### config.mk
export PLATFORM = sky130hd
export DESIGN_NAME = packed_varint_delta_decoder
export DESIGN_NICKNAME = d
export VERILOG_FILES = /design/src/sv/pvdd_pkg.sv /design/src/sv/packed_varint_delta_decoder.sv
export SDC_FILE = /design/constraint.sdc
export NUM_CORES = 1
export LEC_CHECK = 0
export BUFFER_PORTS_ARGS = -buffer_cell sky130_fd_sc_hd__buf_2
export CAP_MARGIN = 20
export CELL_PAD_IN_SITES_DETAIL_PLACEMENT = 0
export CELL_PAD_IN_SITES_GLOBAL_PLACEMENT = 2
export CORE_MARGIN = 2
export CORE_UTILIZATION = 31
export CTS_BUF_LIST = sky130_fd_sc_hd__clkbuf_4 sky130_fd_sc_hd__clkbuf_8
export CTS_CLUSTER_DIAMETER = 50
export DETAILED_ROUTE_END_ITERATION = 16
export PLACE_DENSITY_LB_ADDON = 0.1
export SLEW_MARGIN = 15
export SYNTH_ARGS = -nofsm -noshare
export SYNTH_HDL_FRONTEND = slang
export SYNTH_SLANG_ARGS = --single-unit
### constraint.sdc
create_clock -name clk_i -period 10.26 [get_ports clk_i]
set_input_delay 1.026 -clock clk_i [delete_from_list [all_inputs] [get_ports clk_i]]
set_output_delay 1.026 -clock clk_i [all_outputs]
set_load 0.1 [all_outputs]
### src/sv/pvdd_pkg.sv
// Package: payload types and constants for the packed varint delta decoder.
`default_nettype none
package pvdd_pkg;

  // Longest varint that fits 64 bits: nine full groups plus one bit.
  localparam int unsigned MaxVarintBytes = 10;
  localparam int unsigned GroupBits      = 7;
  localparam int unsigned CountW         = 4;
  localparam int unsigned ValueW         = 64;

  typedef struct packed {
    logic [7:0] data_byte;
    logic       block_end;
  } in_t;

  typedef struct packed {
    logic [ValueW-1:0] value;
    logic              last_of_block;
    logic              error;
  } out_t;

endpackage
`default_nettype wire

### src/sv/packed_varint_delta_decoder.sv
// Top level: packed protobuf varint decoder with zigzag delta accumulation or plain unsigned output.
// Output: a result is registered into the output register, or into the skid
//   register while the output register still holds an untaken result.
// Throughput: one byte per cycle while the skid register is empty; a two-entry output stage
//   (result register plus skid register) keeps input transfers going while a result waits.
// Reset (rst_ni low, async): varint state, running sum, mode and both output
//   entries clear; the block is ready (in_stall_o low) once reset is released.
`default_nettype none
module packed_varint_delta_decoder (
  input  wire logic            clk_i,
  input  wire logic            rst_ni,
  // byte input
  input  wire logic            in_valid_i,
  output logic                 in_stall_o,
  input  wire pvdd_pkg::in_t   in_data_i,
  // result output
  output logic                 out_valid_o,
  input  wire logic            out_stall_i,
  output pvdd_pkg::out_t       out_data_o,
  // mode register: 0 zigzag delta, 1 plain unsigned
  input  wire logic            cfg_we_i,
  input  wire logic            cfg_wdata_i
);

  localparam int unsigned CW = pvdd_pkg::CountW;
  localparam int unsigned VW = pvdd_pkg::ValueW;

  // Decoder state
  logic [CW-1:0] group_count_q, group_count_d;
  logic [VW-1:0] partial_q, partial_d;
  logic [VW-1:0] running_sum_q, running_sum_d;
  logic          overlong_q, overlong_d;
  logic          plain_mode_q;

  // Output stage: result register and skid register
  logic           out_valid_q, skid_valid_q;
  pvdd_pkg::out_t out_q, skid_q;

  logic           in_fire, out_take;
  logic           more, res_valid, res_err;
  logic [5:0]     shamt;
  logic [VW-1:0]  shifted, part_next, zigzag, sum_add;
  logic           overlong_next;
  pvdd_pkg::out_t res;

  // Skid full means the next result would have nowhere to go.
  assign in_stall_o  = skid_valid_q;
  assign in_fire     = in_valid_i && !in_stall_o;
  assign out_take    = out_valid_q && !out_stall_i;
  assign out_valid_o = out_valid_q;
  assign out_data_o  = out_q;

  assign more    = in_data_i.data_byte[7];
  // Group k lands at bit 7k; for the tenth group only bit 0 survives the shift.
  assign shamt   = 6'(pvdd_pkg::GroupBits * group_count_q);
  assign shifted = {{(VW-pvdd_pkg::GroupBits){1'b0}}, in_data_i.data_byte[6:0]} << shamt;

  always_comb begin
    if (group_count_q < CW'(pvdd_pkg::MaxVarintBytes)) begin
      part_next     = partial_q | shifted;
      overlong_next = overlong_q;
    end else begin
      // Bytes past the tenth contribute nothing but flag the varint.
      part_next     = partial_q;
      overlong_next = 1'b1;
    end
  end

  // Zigzag: (u >> 1) ^ -(u & 1)
  assign zigzag  = {1'b0, part_next[VW-1:1]} ^ {VW{part_next[0]}};
  assign sum_add = running_sum_q + zigzag;

  // A result comes from a terminating byte or from any byte at block end.
  assign res_valid = in_fire && (!more || in_data_i.block_end);
  assign res_err   = more || overlong_next;

  always_comb begin
    res.last_of_block = in_data_i.block_end;
    res.error         = res_err;
    if (res_err) begin
      res.value = '0;
    end else if (plain_mode_q) begin
      res.value = part_next;
    end else begin
      res.value = sum_add;
    end
  end

  always_comb begin
    group_count_d = group_count_q;
    partial_d     = partial_q;
    overlong_d    = overlong_q;
    running_sum_d = running_sum_q;
    if (in_fire) begin
      if (res_valid) begin
        group_count_d = '0;
        partial_d     = '0;
        overlong_d    = 1'b0;
        if (in_data_i.block_end) begin
          running_sum_d = '0;
        end else if (!res_err && !plain_mode_q) begin
          running_sum_d = sum_add;
        end
      end else begin
        partial_d  = part_next;
        overlong_d = overlong_next;
        if (group_count_q < CW'(pvdd_pkg::MaxVarintBytes)) begin
          group_count_d = group_count_q + CW'(1);
        end
      end
    end
  end

  always_ff @(posedge clk_i or negedge rst_ni) begin
    if (!rst_ni) begin
      group_count_q <= '0;
      partial_q     <= '0;
      overlong_q    <= 1'b0;
      running_sum_q <= '0;
      plain_mode_q  <= 1'b0;
    end else begin
      group_count_q <= group_count_d;
      partial_q     <= partial_d;
      overlong_q    <= overlong_d;
      running_sum_q <= running_sum_d;
      if (cfg_we_i) begin
        plain_mode_q <= cfg_wdata_i;
      end
    end
  end

  // Output stage control. Input is stalled whenever the skid holds a result,
  // so a new result never competes with a skid drain.
  always_ff @(posedge clk_i or negedge rst_ni) begin
    if (!rst_ni) begin
      out_valid_q  <= 1'b0;
      skid_valid_q <= 1'b0;
    end else if (skid_valid_q) begin
      if (out_take) begin
        out_valid_q  <= 1'b1;
        skid_valid_q <= 1'b0;
      end
    end else if (res_valid) begin
      if (!out_valid_q || out_take) begin
        out_valid_q <= 1'b1;
      end else begin
        skid_valid_q <= 1'b1;
      end
    end else if (out_take) begin
      out_valid_q <= 1'b0;
    end
  end

  // Payload registers, no reset
  always_ff @(posedge clk_i) begin
    if (skid_valid_q) begin
      if (out_take) begin
        out_q <= skid_q;
      end
    end else if (res_valid) begin
      if (!out_valid_q || out_take) begin
        out_q <= res;
      end else begin
        skid_q <= res;
      end
    end
  end

  // Skid entry only exists behind a full result register.
  a_skid_behind_out : assert property (@(posedge clk_i) disable iff (!rst_ni)
    skid_valid_q |-> out_valid_q)
    else $error("skid holds a result while output register is empty");

  // Error results carry a zero value.
  a_err_zero : assert property (@(posedge clk_i) disable iff (!rst_ni)
    (out_valid_o && out_data_o.error) |-> (out_data_o.value == '0))
    else $error("error result with nonzero value");

  a_count_bound : assert property (@(posedge clk_i) disable iff (!rst_ni)
    group_count_q <= CW'(pvdd_pkg::MaxVarintBytes))
    else $error("group count past saturation");

  // Overlong flag only after the count has saturated.
  a_overlong_sat : assert property (@(posedge clk_i) disable iff (!rst_ni)
    overlong_q |-> (group_count_q == CW'(pvdd_pkg::MaxVarintBytes)))
    else $error("overlong flag without saturated count");

  // Block end always clears the running sum.
  a_block_end_clears : assert property (@(posedge clk_i) disable iff (!rst_ni)
    (in_fire && in_data_i.block_end) |=> (running_sum_q == '0))
    else $error("running sum not cleared at block end");

endmodule
`default_nettype wire
Word level (Yosys, flattened, before mapping)
Index checks and enable logic that the tools add are counted.

word-level totals
  input bits = 15
  ROM bits = 0
  logic and storage cells = 70
  flip-flop bits (word level) = 268
  output and inout port bits = 68
  bits in writable memories = 0
  bits in latches = 0
  memories = 0

operators by class
  div/mod/pow operators = 0
  reductions and logical operators = 23
  mux-type cells = 23
  equal/unequal tests = 2
  add/sub/neg operators = 2
  bitwise gates (word level) = 4
  shift operators = 1
  magnitude comparators = 1
  multipliers = 1

operators with widths
  kind                                                                number
  64-bit two-way mux                                                  6
  66-bit two-way mux                                                  4
  64-bit adder                                                        1
  64-bit bitwise OR                                                   1
  7-bit by 6-bit left shift with 64-bit output                        1
  63-bit by 64-bit XOR with 64-bit output                             1
  3-bit AND reduction                                                 4
  1-bit two-way mux                                                   11
  2-bit nonzero test                                                  5
  4-bit two-way mux                                                   2
  1-bit zero test                                                     6
  3-bit by 4-bit multiplier with 6-bit output (first input constant)  1
  4-bit by 1-bit adder with 4-bit output (second input constant)      1
  1-bit logical AND                                                   4
  4-bit less-than comparator (second input constant)                  1
  1-bit logical OR                                                    3
  3-bit by 2-bit != test with 1-bit output (second input constant)    1
  2-bit by 1-bit != test with 1-bit output (second input constant)    1
  1-bit NOT                                                           2
  2-bit AND reduction                                                 1

Longest topological paths before layout
Gate-level depths: netlist of the first run.

  depth in word-level cells = 11
  depth in mapped cells = 27
  mapped depth without buffers = 22

Worst setup path before layout of the first run
OpenSTA, ideal clock, no wires.

  path kind = register -> register
  start = register group_count_q[0]
  end = register out_q, in the netlist out_data_o[65], data pin
  arrival time = 6140 ps
  data required time = 10001 ps
  cell stages (with the launch flop) = 25
  slack = 3861 ps
  setup time = 259 ps
  cell sequence = dfrtp_1 > clkbuf_1 > buf_2 > inv_1 > fa_1 > inv_1 > ha_1 > inv_1 > fa_1 > xor2_1 > nor2_1 > a21oi_1 > clkbuf_1 > buf_2 > xor2_1 > ha_1 > a21o_1 > a221o_2 > a2111oi_4 > o31ai_4 > a31oi_1 > o31ai_1 > xor2_1 > mux2_1 > o31a_1

on the way
  longest elaborated chain between the ends = 11

RTL lines
  element                                       RTL line                            text
  start, declared                               packed_varint_delta_decoder.sv:29   logic [CW-1:0] group_count_q, group_count_d;
  start signal, assigned                        packed_varint_delta_decoder.sv:122  group_count_q <= group_count_d;
  3-bit by 4-bit multiplier with 6-bit output   packed_varint_delta_decoder.sv:55   assign shamt = 6'(pvdd_pkg::GroupBits * group_count_q);
  7-bit by 6-bit left shift with 64-bit output  packed_varint_delta_decoder.sv:56   assign shifted = {{(VW-pvdd_pkg::GroupBits){1'b0}}, in_data_i.data_byte[6:0]} << shamt;
  64-bit bitwise OR                             packed_varint_delta_decoder.sv:60   part_next = partial_q | shifted;
  64-bit two-way mux                            packed_varint_delta_decoder.sv:59   if (group_count_q < CW'(pvdd_pkg::MaxVarintBytes)) begin
  63-bit by 64-bit XOR with 64-bit output       packed_varint_delta_decoder.sv:70   assign zigzag = {1'b0, part_next[VW-1:1]} ^ {VW{part_next[0]}};
  64-bit adder                                  packed_varint_delta_decoder.sv:71   assign sum_add = running_sum_q + zigzag;
  64-bit two-way mux                            packed_varint_delta_decoder.sv:82   end else if (plain_mode_q) begin
  64-bit two-way mux *                          packed_varint_delta_decoder.sv:80   if (res_err) begin
  66-bit two-way mux *                          packed_varint_delta_decoder.sv:161  if (!out_valid_q || out_take) begin
  66-bit two-way mux *                          packed_varint_delta_decoder.sv:160  end else if (res_valid) begin
  66-bit two-way mux *                          packed_varint_delta_decoder.sv:156  if (skid_valid_q) begin
  end signal, assigned                          packed_varint_delta_decoder.sv:158  out_q <= skid_q;
  end signal, assigned                          packed_varint_delta_decoder.sv:162  out_q <= res;
  end, declared                                 packed_varint_delta_decoder.sv:37   pvdd_pkg::out_t out_q, skid_q;

Mark *: on every way between the ends. The rest lies on a longest branch, timed or not. The select of a mux whose other input is x is not followed.
A chain may end at the register's enable or synchronous reset.

==> flow_summary_export.csv, run 1 <==
group,metric,value,unit
outcome,status,"finished clean",
yosys,synth_compound_area_share,21.4,%
worst_setup_path,crit_path_max_fanout,38,
placed_design,portBuffers,82,
clock_network,cts.sinks,268,
yosys,synth_seq_cells,268,
global_routing,track_usage,22.2,%
drt,dr.first_iter.drc_count,1064,
floorplan,die_height,237,um
yosys,synth_xor_area_share,6.18,%
yosys,synth_nets,1902,
yosys,syn_avg_cell_area,9.39,sq um
sta,finalCriticalPeriod,7.98,ns
sta,slew_violations,0,
yosys,ys_async_sr_fraction,50.7,%
min_path,hold_path.class,"primary input to asynchronous set/reset pin",
finish,area_growth,14.5,%
floorplan,io_pins,83,
sta,fin_setup_tns,0,ns
clock_network,cts.reportedPaths.clkPinSlew,0.06,ns
worst_setup_path,endpoint_kind,"register",
sta,worst_pin_slew,1.08,ns
floorplan,die_area,56300,sq um
drt,route.detailed.drc,0,
clock_network,postCtsSetupRepairBufs,0,
yosys,synth_cells,1797,
global_routing,grt_max_degree,70,
clock_network,post_cts_resized,0,
yosys,synth.area.top_cells,"edfxtp_1 23%, dfrtp_1 20%, a21oi_1 7.2%",
yosys,synth_fa_ha_area_share,6.90,%
yosys,synth_top_family_by_area,"compound AO/OA/AOI/OAI gates",
drt,routedWlPerCell,23.9,um
yosys,netlist.area_leader.share,23.5,%
yosys,synth-simple-area-share,15.0,%
sta,finClkSkew,0.0178,ns
worst_setup_path,startpoint_type,"register",
yosys,muxShareOfSynthArea,3.83,%
placed_design,gp_congestion,0.873,
sta,rsz0062_at_grt,"no",
yosys,ys.flop_type,"dfrtp_1",
clock_network,clk_latency,0.66,ns
worst_setup_path,cp.required,10.66,ns
clock_network,cts_hold_buffers,0,
global_routing,antenna_found_initial,2,
finish,final_nets,1978,
finish,fill_cells,5614,
drt,first_pass_iters,5,
drt,vias,14100,
drt,ant_nets,0,
sta,fin_crit_sh,77.8,%
sta,hold_violations,0,
global_routing,grt_pass1_wl,93.8,mm
worst_setup_path,arrival,8.39,ns
yosys,yosysUniqueCellTypes,83,
drt,wirelength,62.6,mm
global_routing,grt_overflow,0,
floorplan,start_util,31.3,%
job,maxCapViolations,0,
clock_network,cts_inserted_buffers,55,
placed_design,hpwlAfterDp,44.4,mm
yosys,synth_edf_count,132,
drt,via_per_inst,5.39,
sta,fmax,125,MHz
clock_network,cts_buffer_depth,3,
yosys,yosys.area.top_type,"edfxtp_1",
finish,drive_above_1_share,14.6,%
sta,setup_viol,0,
clock_network,cts_tree,"done",
yosys,synth_area,16900,sq um
yosys,ys_warn_count,0,
clock_network,htreeDepth,2,
floorplan,core_area,53800,sq um
worst_setup_path,worstSetupPathType,"register to register",
clock_network,cts_root_buf,"clkbuf_8",
sta,slew_headroom,27.6,%
global_routing,grt_pass1_vias,14000,
floorplan,die_w,237,um
yosys,ys_seq_area_share,43.7,%
floorplan,rows,85,
-- stage by stage --
step / cell area [sq um] / instances / setup WS (ns) / hold WS [ns] / util, %
after floorplan: 16900 / 1797 / 3.86 / 0.451 / -
after CTS: 19300 / 2613 / 2.39 / 0.392 / 35.9
after global routing: 19300 / 2617 / 1.84 / 0.433 / 35.9
after detailed placement: 18100 / 2510 / 2.44 / 0.478 / 33.6
after global placement: 18100 / 2509 / 2.46 / 0.471 / 33.6
final: 19300 / 2618 / 2.28 / 0.395 / 35.9
-- worst max-delay path, stage by stage (launching register included) --
cell and delay [ns]:
dfrtp_1 0.65, inv_1 0.13, fa_1 0.49, inv_1 0.07
ha_1 0.17, inv_1 0.07, fa_1 0.90, inv_1 0.25
nor3_1 0.56, a21oi_4 0.11, buf_4 0.35, xor2_1 0.60
ha_1 0.39, nand4_4 0.19, nor4_2 0.55, nand3_1 0.21
a31oi_2 0.43, nor4b_4 0.16, a2111oi_1 0.76, or4_1 0.21
nand3_1 0.13, mux2_2 0.30
-- synthesized netlist by cell type, types with 4 or more instances --
cell type  count
a211oi_1       9
a31o_2         5
nor4_1         9
o211ai_1       5
edfxtp_1     132
o21bai_1      12
clkbuf_1      79
a21o_1        24
buf_2         14
a311oi_1       7
and3_1        11
nor2_1       197
nand4_1       25
xnor2_1       31
o21ai_1       22
a21oi_1      241
ha_1          85
dfrtp_1      136
a221o_1        5
o21ai_0      104
mux2_2        31
or2_2          4
a31oi_1       12
nand3_1       32
nor3_1        16
o21a_1        13
o31ai_1       27
o22ai_1       10
mux2i_1       26
nand2b_1      21
a21boi_0       8
o221ai_1       6
a32o_1         8
and2_1        20
fa_1           5
a22o_1        21
nand2_1      176
xor2_1        88
nor2b_1       12
or3_1         13
o211a_1        5
inv_1         32
-- final timing paths --
| path | start | endpoint | slack (ns) | cells after the start |
|---|---|---|---|---|
| min in group clk_i | running_sum_q[54]$_DFFE_PN0P_ | running_sum_q[54]$_DFFE_PN0P_ | 0.48 | 2 |
| max in group asynchronous | rst_ni | partial_q[39]$_DFFE_PN0P_ | 8.41 | 2 |
| worst max register to register | group_count_q[0]$_DFFE_PN0P_ | out_data_o[63]$_DFFE_PP_ | 2.28 | 21 |
| worst min-delay path | rst_ni | running_sum_q[0]$_DFFE_PN0P_ | 0.39 | 1 |
| worst min register to register | running_sum_q[54]$_DFFE_PN0P_ | running_sum_q[54]$_DFFE_PN0P_ | 0.48 | 2 |
| worst max-delay path | group_count_q[0]$_DFFE_PN0P_ | out_data_o[63]$_DFFE_PP_ | 2.28 | 21 |
-- layout by cell type, fill, tap and decap left out, drive strengths merged, types with 24 or more instances in the layout --
| cell type | n |
|---|---|
| a21oi | 241 |
| nor2 | 197 |
| nand2 | 176 |
| dfrtp | 136 |
| edfxtp | 132 |
| o21ai | 127 |
| buf | 115 |
| xor2 | 88 |
| ha | 85 |
| clkbuf | 82 |
| mux2 | 34 |
| inv | 33 |
| nand3 | 32 |
| xnor2 | 31 |
| o31ai | 28 |
| mux2i | 26 |
| nand4 | 26 |
| a21o | 24 |
-- per-layer routing --
layer  part of all wire [%]  wire length (um)  vias to the layer above  global-route usage, %
met1                     49             31000                     6960                   32.6
met3                    4.5              2800                       90                   3.18
li1                       -                 -                     6727                      -
met5                      0                 0                        -                      0
met2                     43             27000                      334                   33.8
met4                    2.9              1800                        0                   6.96
-- sequential cells by signal, indices dropped and copies added, names as in the netlist --
| name | count |
|---|---|
| group_count_q | 4 |
| in_stall_o | 1 |
| plain_mode_q | 1 |
| skid_q | 66 |
| running_sum_q | 64 |
| overlong_q | 1 |
| partial_q | 64 |
| out_data_o | 66 |
| out_valid_o | 1 |
-- layout make-up --
cell class / instances / area, sq um / share of cell area [%]
diodes: 3 / 7.51 / 0.0389
clock buffers: 82 / 1020 / 5.26
clock inverters: 21 / 180 / 0.933
inverters: 34 / 128 / 0.661
multi-input cells: 1399 / 9050 / 46.9
flip-flops and latches: 268 / 7370 / 38.1
well taps: 696 / 871 / 4.51
repair buffers: 115 / 694 / 3.59
-- cell families (layout without fill, tap and decap cells) --
family                   after synthesis  in the layout
AO/OA/AOI/OAI                        577            577
AND/OR/NAND/NOR                      553            553
flip-flops                           268            268
buffers and inverters                130            252
XOR/XNOR                             119            119
adder cells (fa/ha/maj)               90             90
multiplexers                          60             60
other                                  0              3
Power of run 1 is not shown: default switching activity piles up to over one toggle a cycle in this logic, so the estimate is an artifact.
==> run 2, diff against run 1 <==
- clock period: 10.26 -> 8.4 ns (I/O delays scaled with it)
==> flow_summary_export.csv, run 2 (same netlist as run 1, synthesis figures left out) <==
group,metric,value,unit
outcome,status,"finished clean",
global_routing,grt_max_degree,65,
sta,slew_headroom,29.2,%
drt,vias,14200,
drt,via_per_inst,5.42,
clock_network,cts_inserted_buffers,53,
clock_network,htreeDepth,2,
drt,route.detailed.drc,0,
worst_setup_path,arrival,8.07,ns
worst_setup_path,r2r_slack,0.67,ns
floorplan,die_height,237,um
sta,finClkSkew,0.0337,ns
worst_setup_path,worstSetupPathType,"register to register",
worst_setup_path,cp-endpoint,"out_data_o[44]$_DFFE_PP_",
floorplan,die_w,237,um
placed_design,gp_congestion,0.877,
floorplan,start_util,31.3,%
clock_network,cts.reportedPaths.clkPinSlew,0.06,ns
clock_network,postCtsSetupRepairBufs,0,
global_routing,grt_pass1_wl,94.8,mm
clock_network,cts_hold_buffers,0,
clock_network,clk_latency,0.65,ns
worst_setup_path,critPathSlowestCell,"fa_1",
clock_network,cts_root_buf,"clkbuf_8",
finish,most-common-layout-cells,"239 x a21oi_1, 195 x nor2_1, 175 x nand2_1",
sta,hold_violations,0,
min_path,hold_path.class,"primary input to asynchronous set/reset pin",
global_routing,grt_overflow,0,
finish,layout_commonest_cell,"a21oi_1",
sta,finalWorstSetupSlack,0.673,ns
global_routing,grt_pass1_vias,13900,
clock_network,cts.sinks,268,
drt,wirelength,63.6,mm
clock_network,post_cts_resized,0,
placed_design,hpwlAfterDp,45.5,mm
drt,dr.first_iter.drc_count,969,
worst_setup_path,crit_path_max_fanout,17,
worst_setup_path,critPathMaxStageDelay,0.89,ns
worst_setup_path,cp_num_cells,21,
placed_design,place_ws,0.697,ns
job,maxCapViolations,0,
worst_setup_path,reg2reg_depth,21,
worst_setup_path,worst-path-buf-inv,4,
global_routing,antenna_found_initial,1,
finish,final_nets,1990,
drt,routedWlPerCell,24.2,um
clock_network,cts_buffer_depth,3,
sta,rsz0062_at_grt,"no",
worst_setup_path,r2r_end,"out_data_o[44]$_DFFE_PP_",
floorplan,io_pins,83,
floorplan,rows,85,
worst_setup_path,cpMostUsedCell,"inv_1",
finish,area_growth,15.2,%
sta,slew_violations,0,
sta,finalCriticalPeriod,7.73,ns
drt,first_pass_iters,5,
worst_setup_path,startpoint,"group_count_q[0]$_DFFE_PN0P_",
worst_setup_path,cp.required,8.75,ns
clock_network,cts_tree,"done",
drt,ant_nets,0,
worst_setup_path,critical_path.top_delay_family,"adder cells",
sta,fin_setup_tns,0,ns
floorplan,core_area,53800,sq um
finish,drive_above_1_share,15.2,%
worst_setup_path,path_cells,"inv_1 -> fa_1 -> inv_1 -> ha_1 -> inv_1 -> fa_1 -> inv_1 -> nor4_1 -> mux2_2 -> a21oi_1 -> xor2_1 -> ha_1 -> nand2_1 -> nor4_1 -> o2111ai_1 -> a2111oi_2 -> nor3_1 -> o21ai_1 -> a21oi_1 -> xnor2_1 -> o221ai_1",
floorplan,die_area,56300,sq um
sta,fmax,129,MHz
global_routing,track_usage,22.6,%
sta,setup_viol,0,
worst_setup_path,startpoint_type,"register",
worst_setup_path,crit-reg2reg-launch,"group_count_q[0]$_DFFE_PN0P_",
sta,worst_pin_slew,1.06,ns
worst_setup_path,endpoint_kind,"register",
placed_design,portBuffers,82,
sta,fin_crit_sh,92.0,%
## run 2: changes by cell type in the layout (fill, tap and decap cells not counted), sizes merged
cell / delta
clkinv: -9
bufinv: +4
clkbuf: -2
buf: +14
clkinvlp: +2
diode: -2
## run 2: worst min-delay path by stage
stage	start	to	slack, ns	depth (start not counted)
floorplan	partial_q[0]$_DFFE_PN0P_	partial_q[0]$_DFFE_PN0P_	0.45	2
global placement	running_sum_q[54]$_DFFE_PN0P_	running_sum_q[54]$_DFFE_PN0P_	0.47	2
detailed placement	running_sum_q[54]$_DFFE_PN0P_	running_sum_q[54]$_DFFE_PN0P_	0.48	2
CTS	rst_ni	running_sum_q[9]$_DFFE_PN0P_	0.06	1
global route	rst_ni	running_sum_q[3]$_DFFE_PN0P_	0.08	1
finish	rst_ni	running_sum_q[3]$_DFFE_PN0P_	0.09	1
## run 2: through the flow
step / area (sq um) / hold slack (ns) / utilization, % / std cells
floorplan: 16900 / 0.451 / - / 1797
global placement: 18200 / 0.470 / 33.8 / 2526
detailed placement: 18200 / 0.478 / 33.8 / 2526
CTS: 19400 / 0.0632 / 36.1 / 2624
global route: 19400 / 0.0772 / 36.1 / 2625
finish: 19400 / 0.0942 / 36.1 / 2625
## run 2: area by class of cell
cell class                 count  area, sq um
clock buffer                  80          957
clock inverter                18          272
fill                        5551        34400
tap                          696          871
multi-input combinational   1399         9050
sequential                   268         7370
antenna                        1         2.50
inverter                      34          128
timing repair buffer         129          782
## run 2: per-layer routing
layer  share of wire [%]  track usage [%]
met2                  44             35.1
met4                 2.5             6.00
met3                 4.2             3.38
met1                  49             32.7
met5                   0                0
Power of run 2 is left out for the same reason.
==> run 3, diff against run 2 <==
- GPL_TIMING_DRIVEN: default -> 0
==> flow_summary_export.csv, run 3 (same netlist as run 1, synthesis figures left out) <==
group,metric,value,unit
worst_setup_path,r2r_slack,0.33,ns
sta,finalCriticalPeriod,8.07,ns
worst_setup_path,cp.required,8.81,ns
floorplan,die_area,56300,sq um
clock_network,cts.reportedPaths.clkPinSlew,0.06,ns
finish,most-common-layout-cells,"240 x a21oi_1, 196 x nor2_1, 176 x nand2_1",
clock_network,cts.sinks,268,
finish,multi_input_area,9130,sq um
finish,layout_commonest_cell,"a21oi_1",
worst_setup_path,reg2reg_depth,24,
worst_setup_path,arrival,8.48,ns
floorplan,core_area,53800,sq um
placed_design,dp.cells,2585,
placed_design,hpwlAfterDp,54.0,mm
drt,ant_nets,0,
worst_setup_path,worstSetupPathType,"register to register",
placed_design,gp_congestion,0.914,
global_routing,grt_pass1_vias,14600,
sta,finClkSkew,0.0281,ns
floorplan,die_w,237,um
placed_design,portBuffers,82,
min_path,hold_path.class,"primary input to asynchronous set/reset pin",
global_routing,antenna_found_initial,2,
worst_setup_path,crit_path_max_fanout,10,
finish,final_nets,2055,
drt,wirelength,71.6,mm
drt,via_per_inst,5.54,
worst_setup_path,r2r_end,"out_data_o[61]$_DFFE_PP_",
drt,dr.first_iter.drc_count,1337,
global_routing,track_usage,25.3,%
clock_network,cts_tree,"done",
clock_network,htreeDepth,2,
drt,first_pass_iters,6,
finish,num_antenna_cells,0,
worst_setup_path,endpoint_kind,"register",
drt,routedWlPerCell,26.6,um
job,maxCapViolations,0,
outcome,status,"finished clean",
worst_setup_path,crit-reg2reg-launch,"group_count_q[0]$_DFFE_PN0P_",
sta,fmax,124,MHz
floorplan,start_util,31.3,%
worst_setup_path,startpoint_type,"register",
finish,fin_cells,2693,
sta,worst_pin_slew,1.18,ns
sta,rsz0062_at_grt,"no",
finish,drive_above_1_share,14.0,%
finish,area_growth,17.0,%
global_routing,grt_pass1_wl,103,mm
drt,route.detailed.drc,0,
clock_network,clk_latency,0.67,ns
global_routing,grt_overflow,0,
global_routing,grt_max_degree,84,
floorplan,rows,85,
sta,hold_violations,0,
floorplan,io_pins,83,
drt,vias,14900,
finish,fill_cells,5551,
clock_network,cts_buffer_depth,3,
clock_network,cts_root_buf,"clkbuf_8",
finish,regArea,7370,sq um
sta,slew_violations,0,
sta,slew_headroom,21.3,%
floorplan,die_height,237,um
sta,setup_viol,0,
clock_network,cts_inserted_buffers,57,
sta,fin_crit_sh,96.1,%
-- run 3: cell types whose count changed in the layout (fill, tap and decap cells not counted), moves of 3 or more --
| cell | change |
|---|---|
| clkinvlp_4 | +3 |
| buf_2 | +14 |
| clkbuf_8 | +6 |
| bufinv_16 | -3 |
| clkbuf_4 | -6 |
| buf_16 | +4 |
| buf_8 | +3 |
| buf_4 | -41 |
| clkinv_1 | +7 |
| clkbuf_2 | +5 |
| clkbuf_1 | +74 |
-- run 3: how the worst max path moves through the flow --
stage                                 startpoint                       end  slack [ns]  cells past startpoint
finish              group_count_q[0]$_DFFE_PN0P_  out_data_o[61]$_DFFE_PP_        0.33                     24
floorplan           group_count_q[0]$_DFFE_PN0P_  out_data_o[65]$_DFFE_PP_        2.00                     24
detailed placement  group_count_q[0]$_DFFE_PN0P_  out_data_o[63]$_DFFE_PP_       -0.70                     24
global route        group_count_q[0]$_DFFE_PN0P_  out_data_o[45]$_DFFE_PP_        0.03                     24
CTS                 group_count_q[0]$_DFFE_PN0P_  out_data_o[44]$_DFFE_PP_        0.01                     24
global placement    group_count_q[0]$_DFFE_PN0P_  out_data_o[44]$_DFFE_PP_       -0.80                     24
-- run 3: routing by layer --
layer  global-route usage [%]  up-vias  share of wire, %
met5                    0.693        -             0.070
met4                     9.74        2               3.6
met3                     4.23      112               6.0
met2                     38.4      483                44
met1                     35.9     7430                47
li1                         -     6889                 -
-- run 3: per-stage QoR --
step / util [%] / setup TNS [ns] / setup WS [ns] / hold WS (ns) / instance area, sq um
after floorplan: - / 0 / 2.00 / 0.451 / 16900
after global placement: 33.7 / -23.26 / -0.797 / 0.470 / 18100
after detailed placement: 34.1 / -18.19 / -0.696 / 0.481 / 18400
after CTS: 36.5 / 0 / 0.0114 / 0.0714 / 19600
after global routing: 36.7 / 0 / 0.0257 / 0.0999 / 19700
final: 36.7 / 0 / 0.331 / 0.115 / 19700
-- run 3: worst max-delay path, stage by stage (launching register included) --
cell and delay [ns]:
dfrtp_1 0.35, clkbuf_1 0.24, buf_2 0.29, inv_1 0.10, fa_1 0.48, inv_1 0.07, ha_1 0.16, inv_1 0.06
fa_1 0.54, clkbuf_1 0.28, clkbuf_1 0.41, nand2_1 0.14, o22ai_1 0.89, a21oi_1 0.31, xor2_1 0.23, ha_1 0.35
nand2_1 0.11, nor2_1 0.33, a2111oi_4 0.15, o31ai_4 0.52, nand4_1 0.34, a2111oi_2 0.79, o2111ai_1 0.20, and4_1 0.25
a21o_1 0.20
-- run 3: final cells by class --
cell class,count,area share [%]
clock buffers,80,5.04
clock inverters,26,1.23
plain buffers,96,1.97
well taps,696,4.41
multi-input cells,1399,46.2
flip-flops and latches,268,37.3
inverters,34,0.647
repair buffers,94,3.15
-- run 3: what timing repair did --
action | in CTS | in global routing
pin swaps | 0 | 1
hold endpoints to repair | 0 | 0
resized for setup | 5 | 9
setup buffers | 0 | 1
hold buffers | 0 | 0
endpoints found under the setup margin | 70 | 39
Power of run 3 is left out for the same reason.
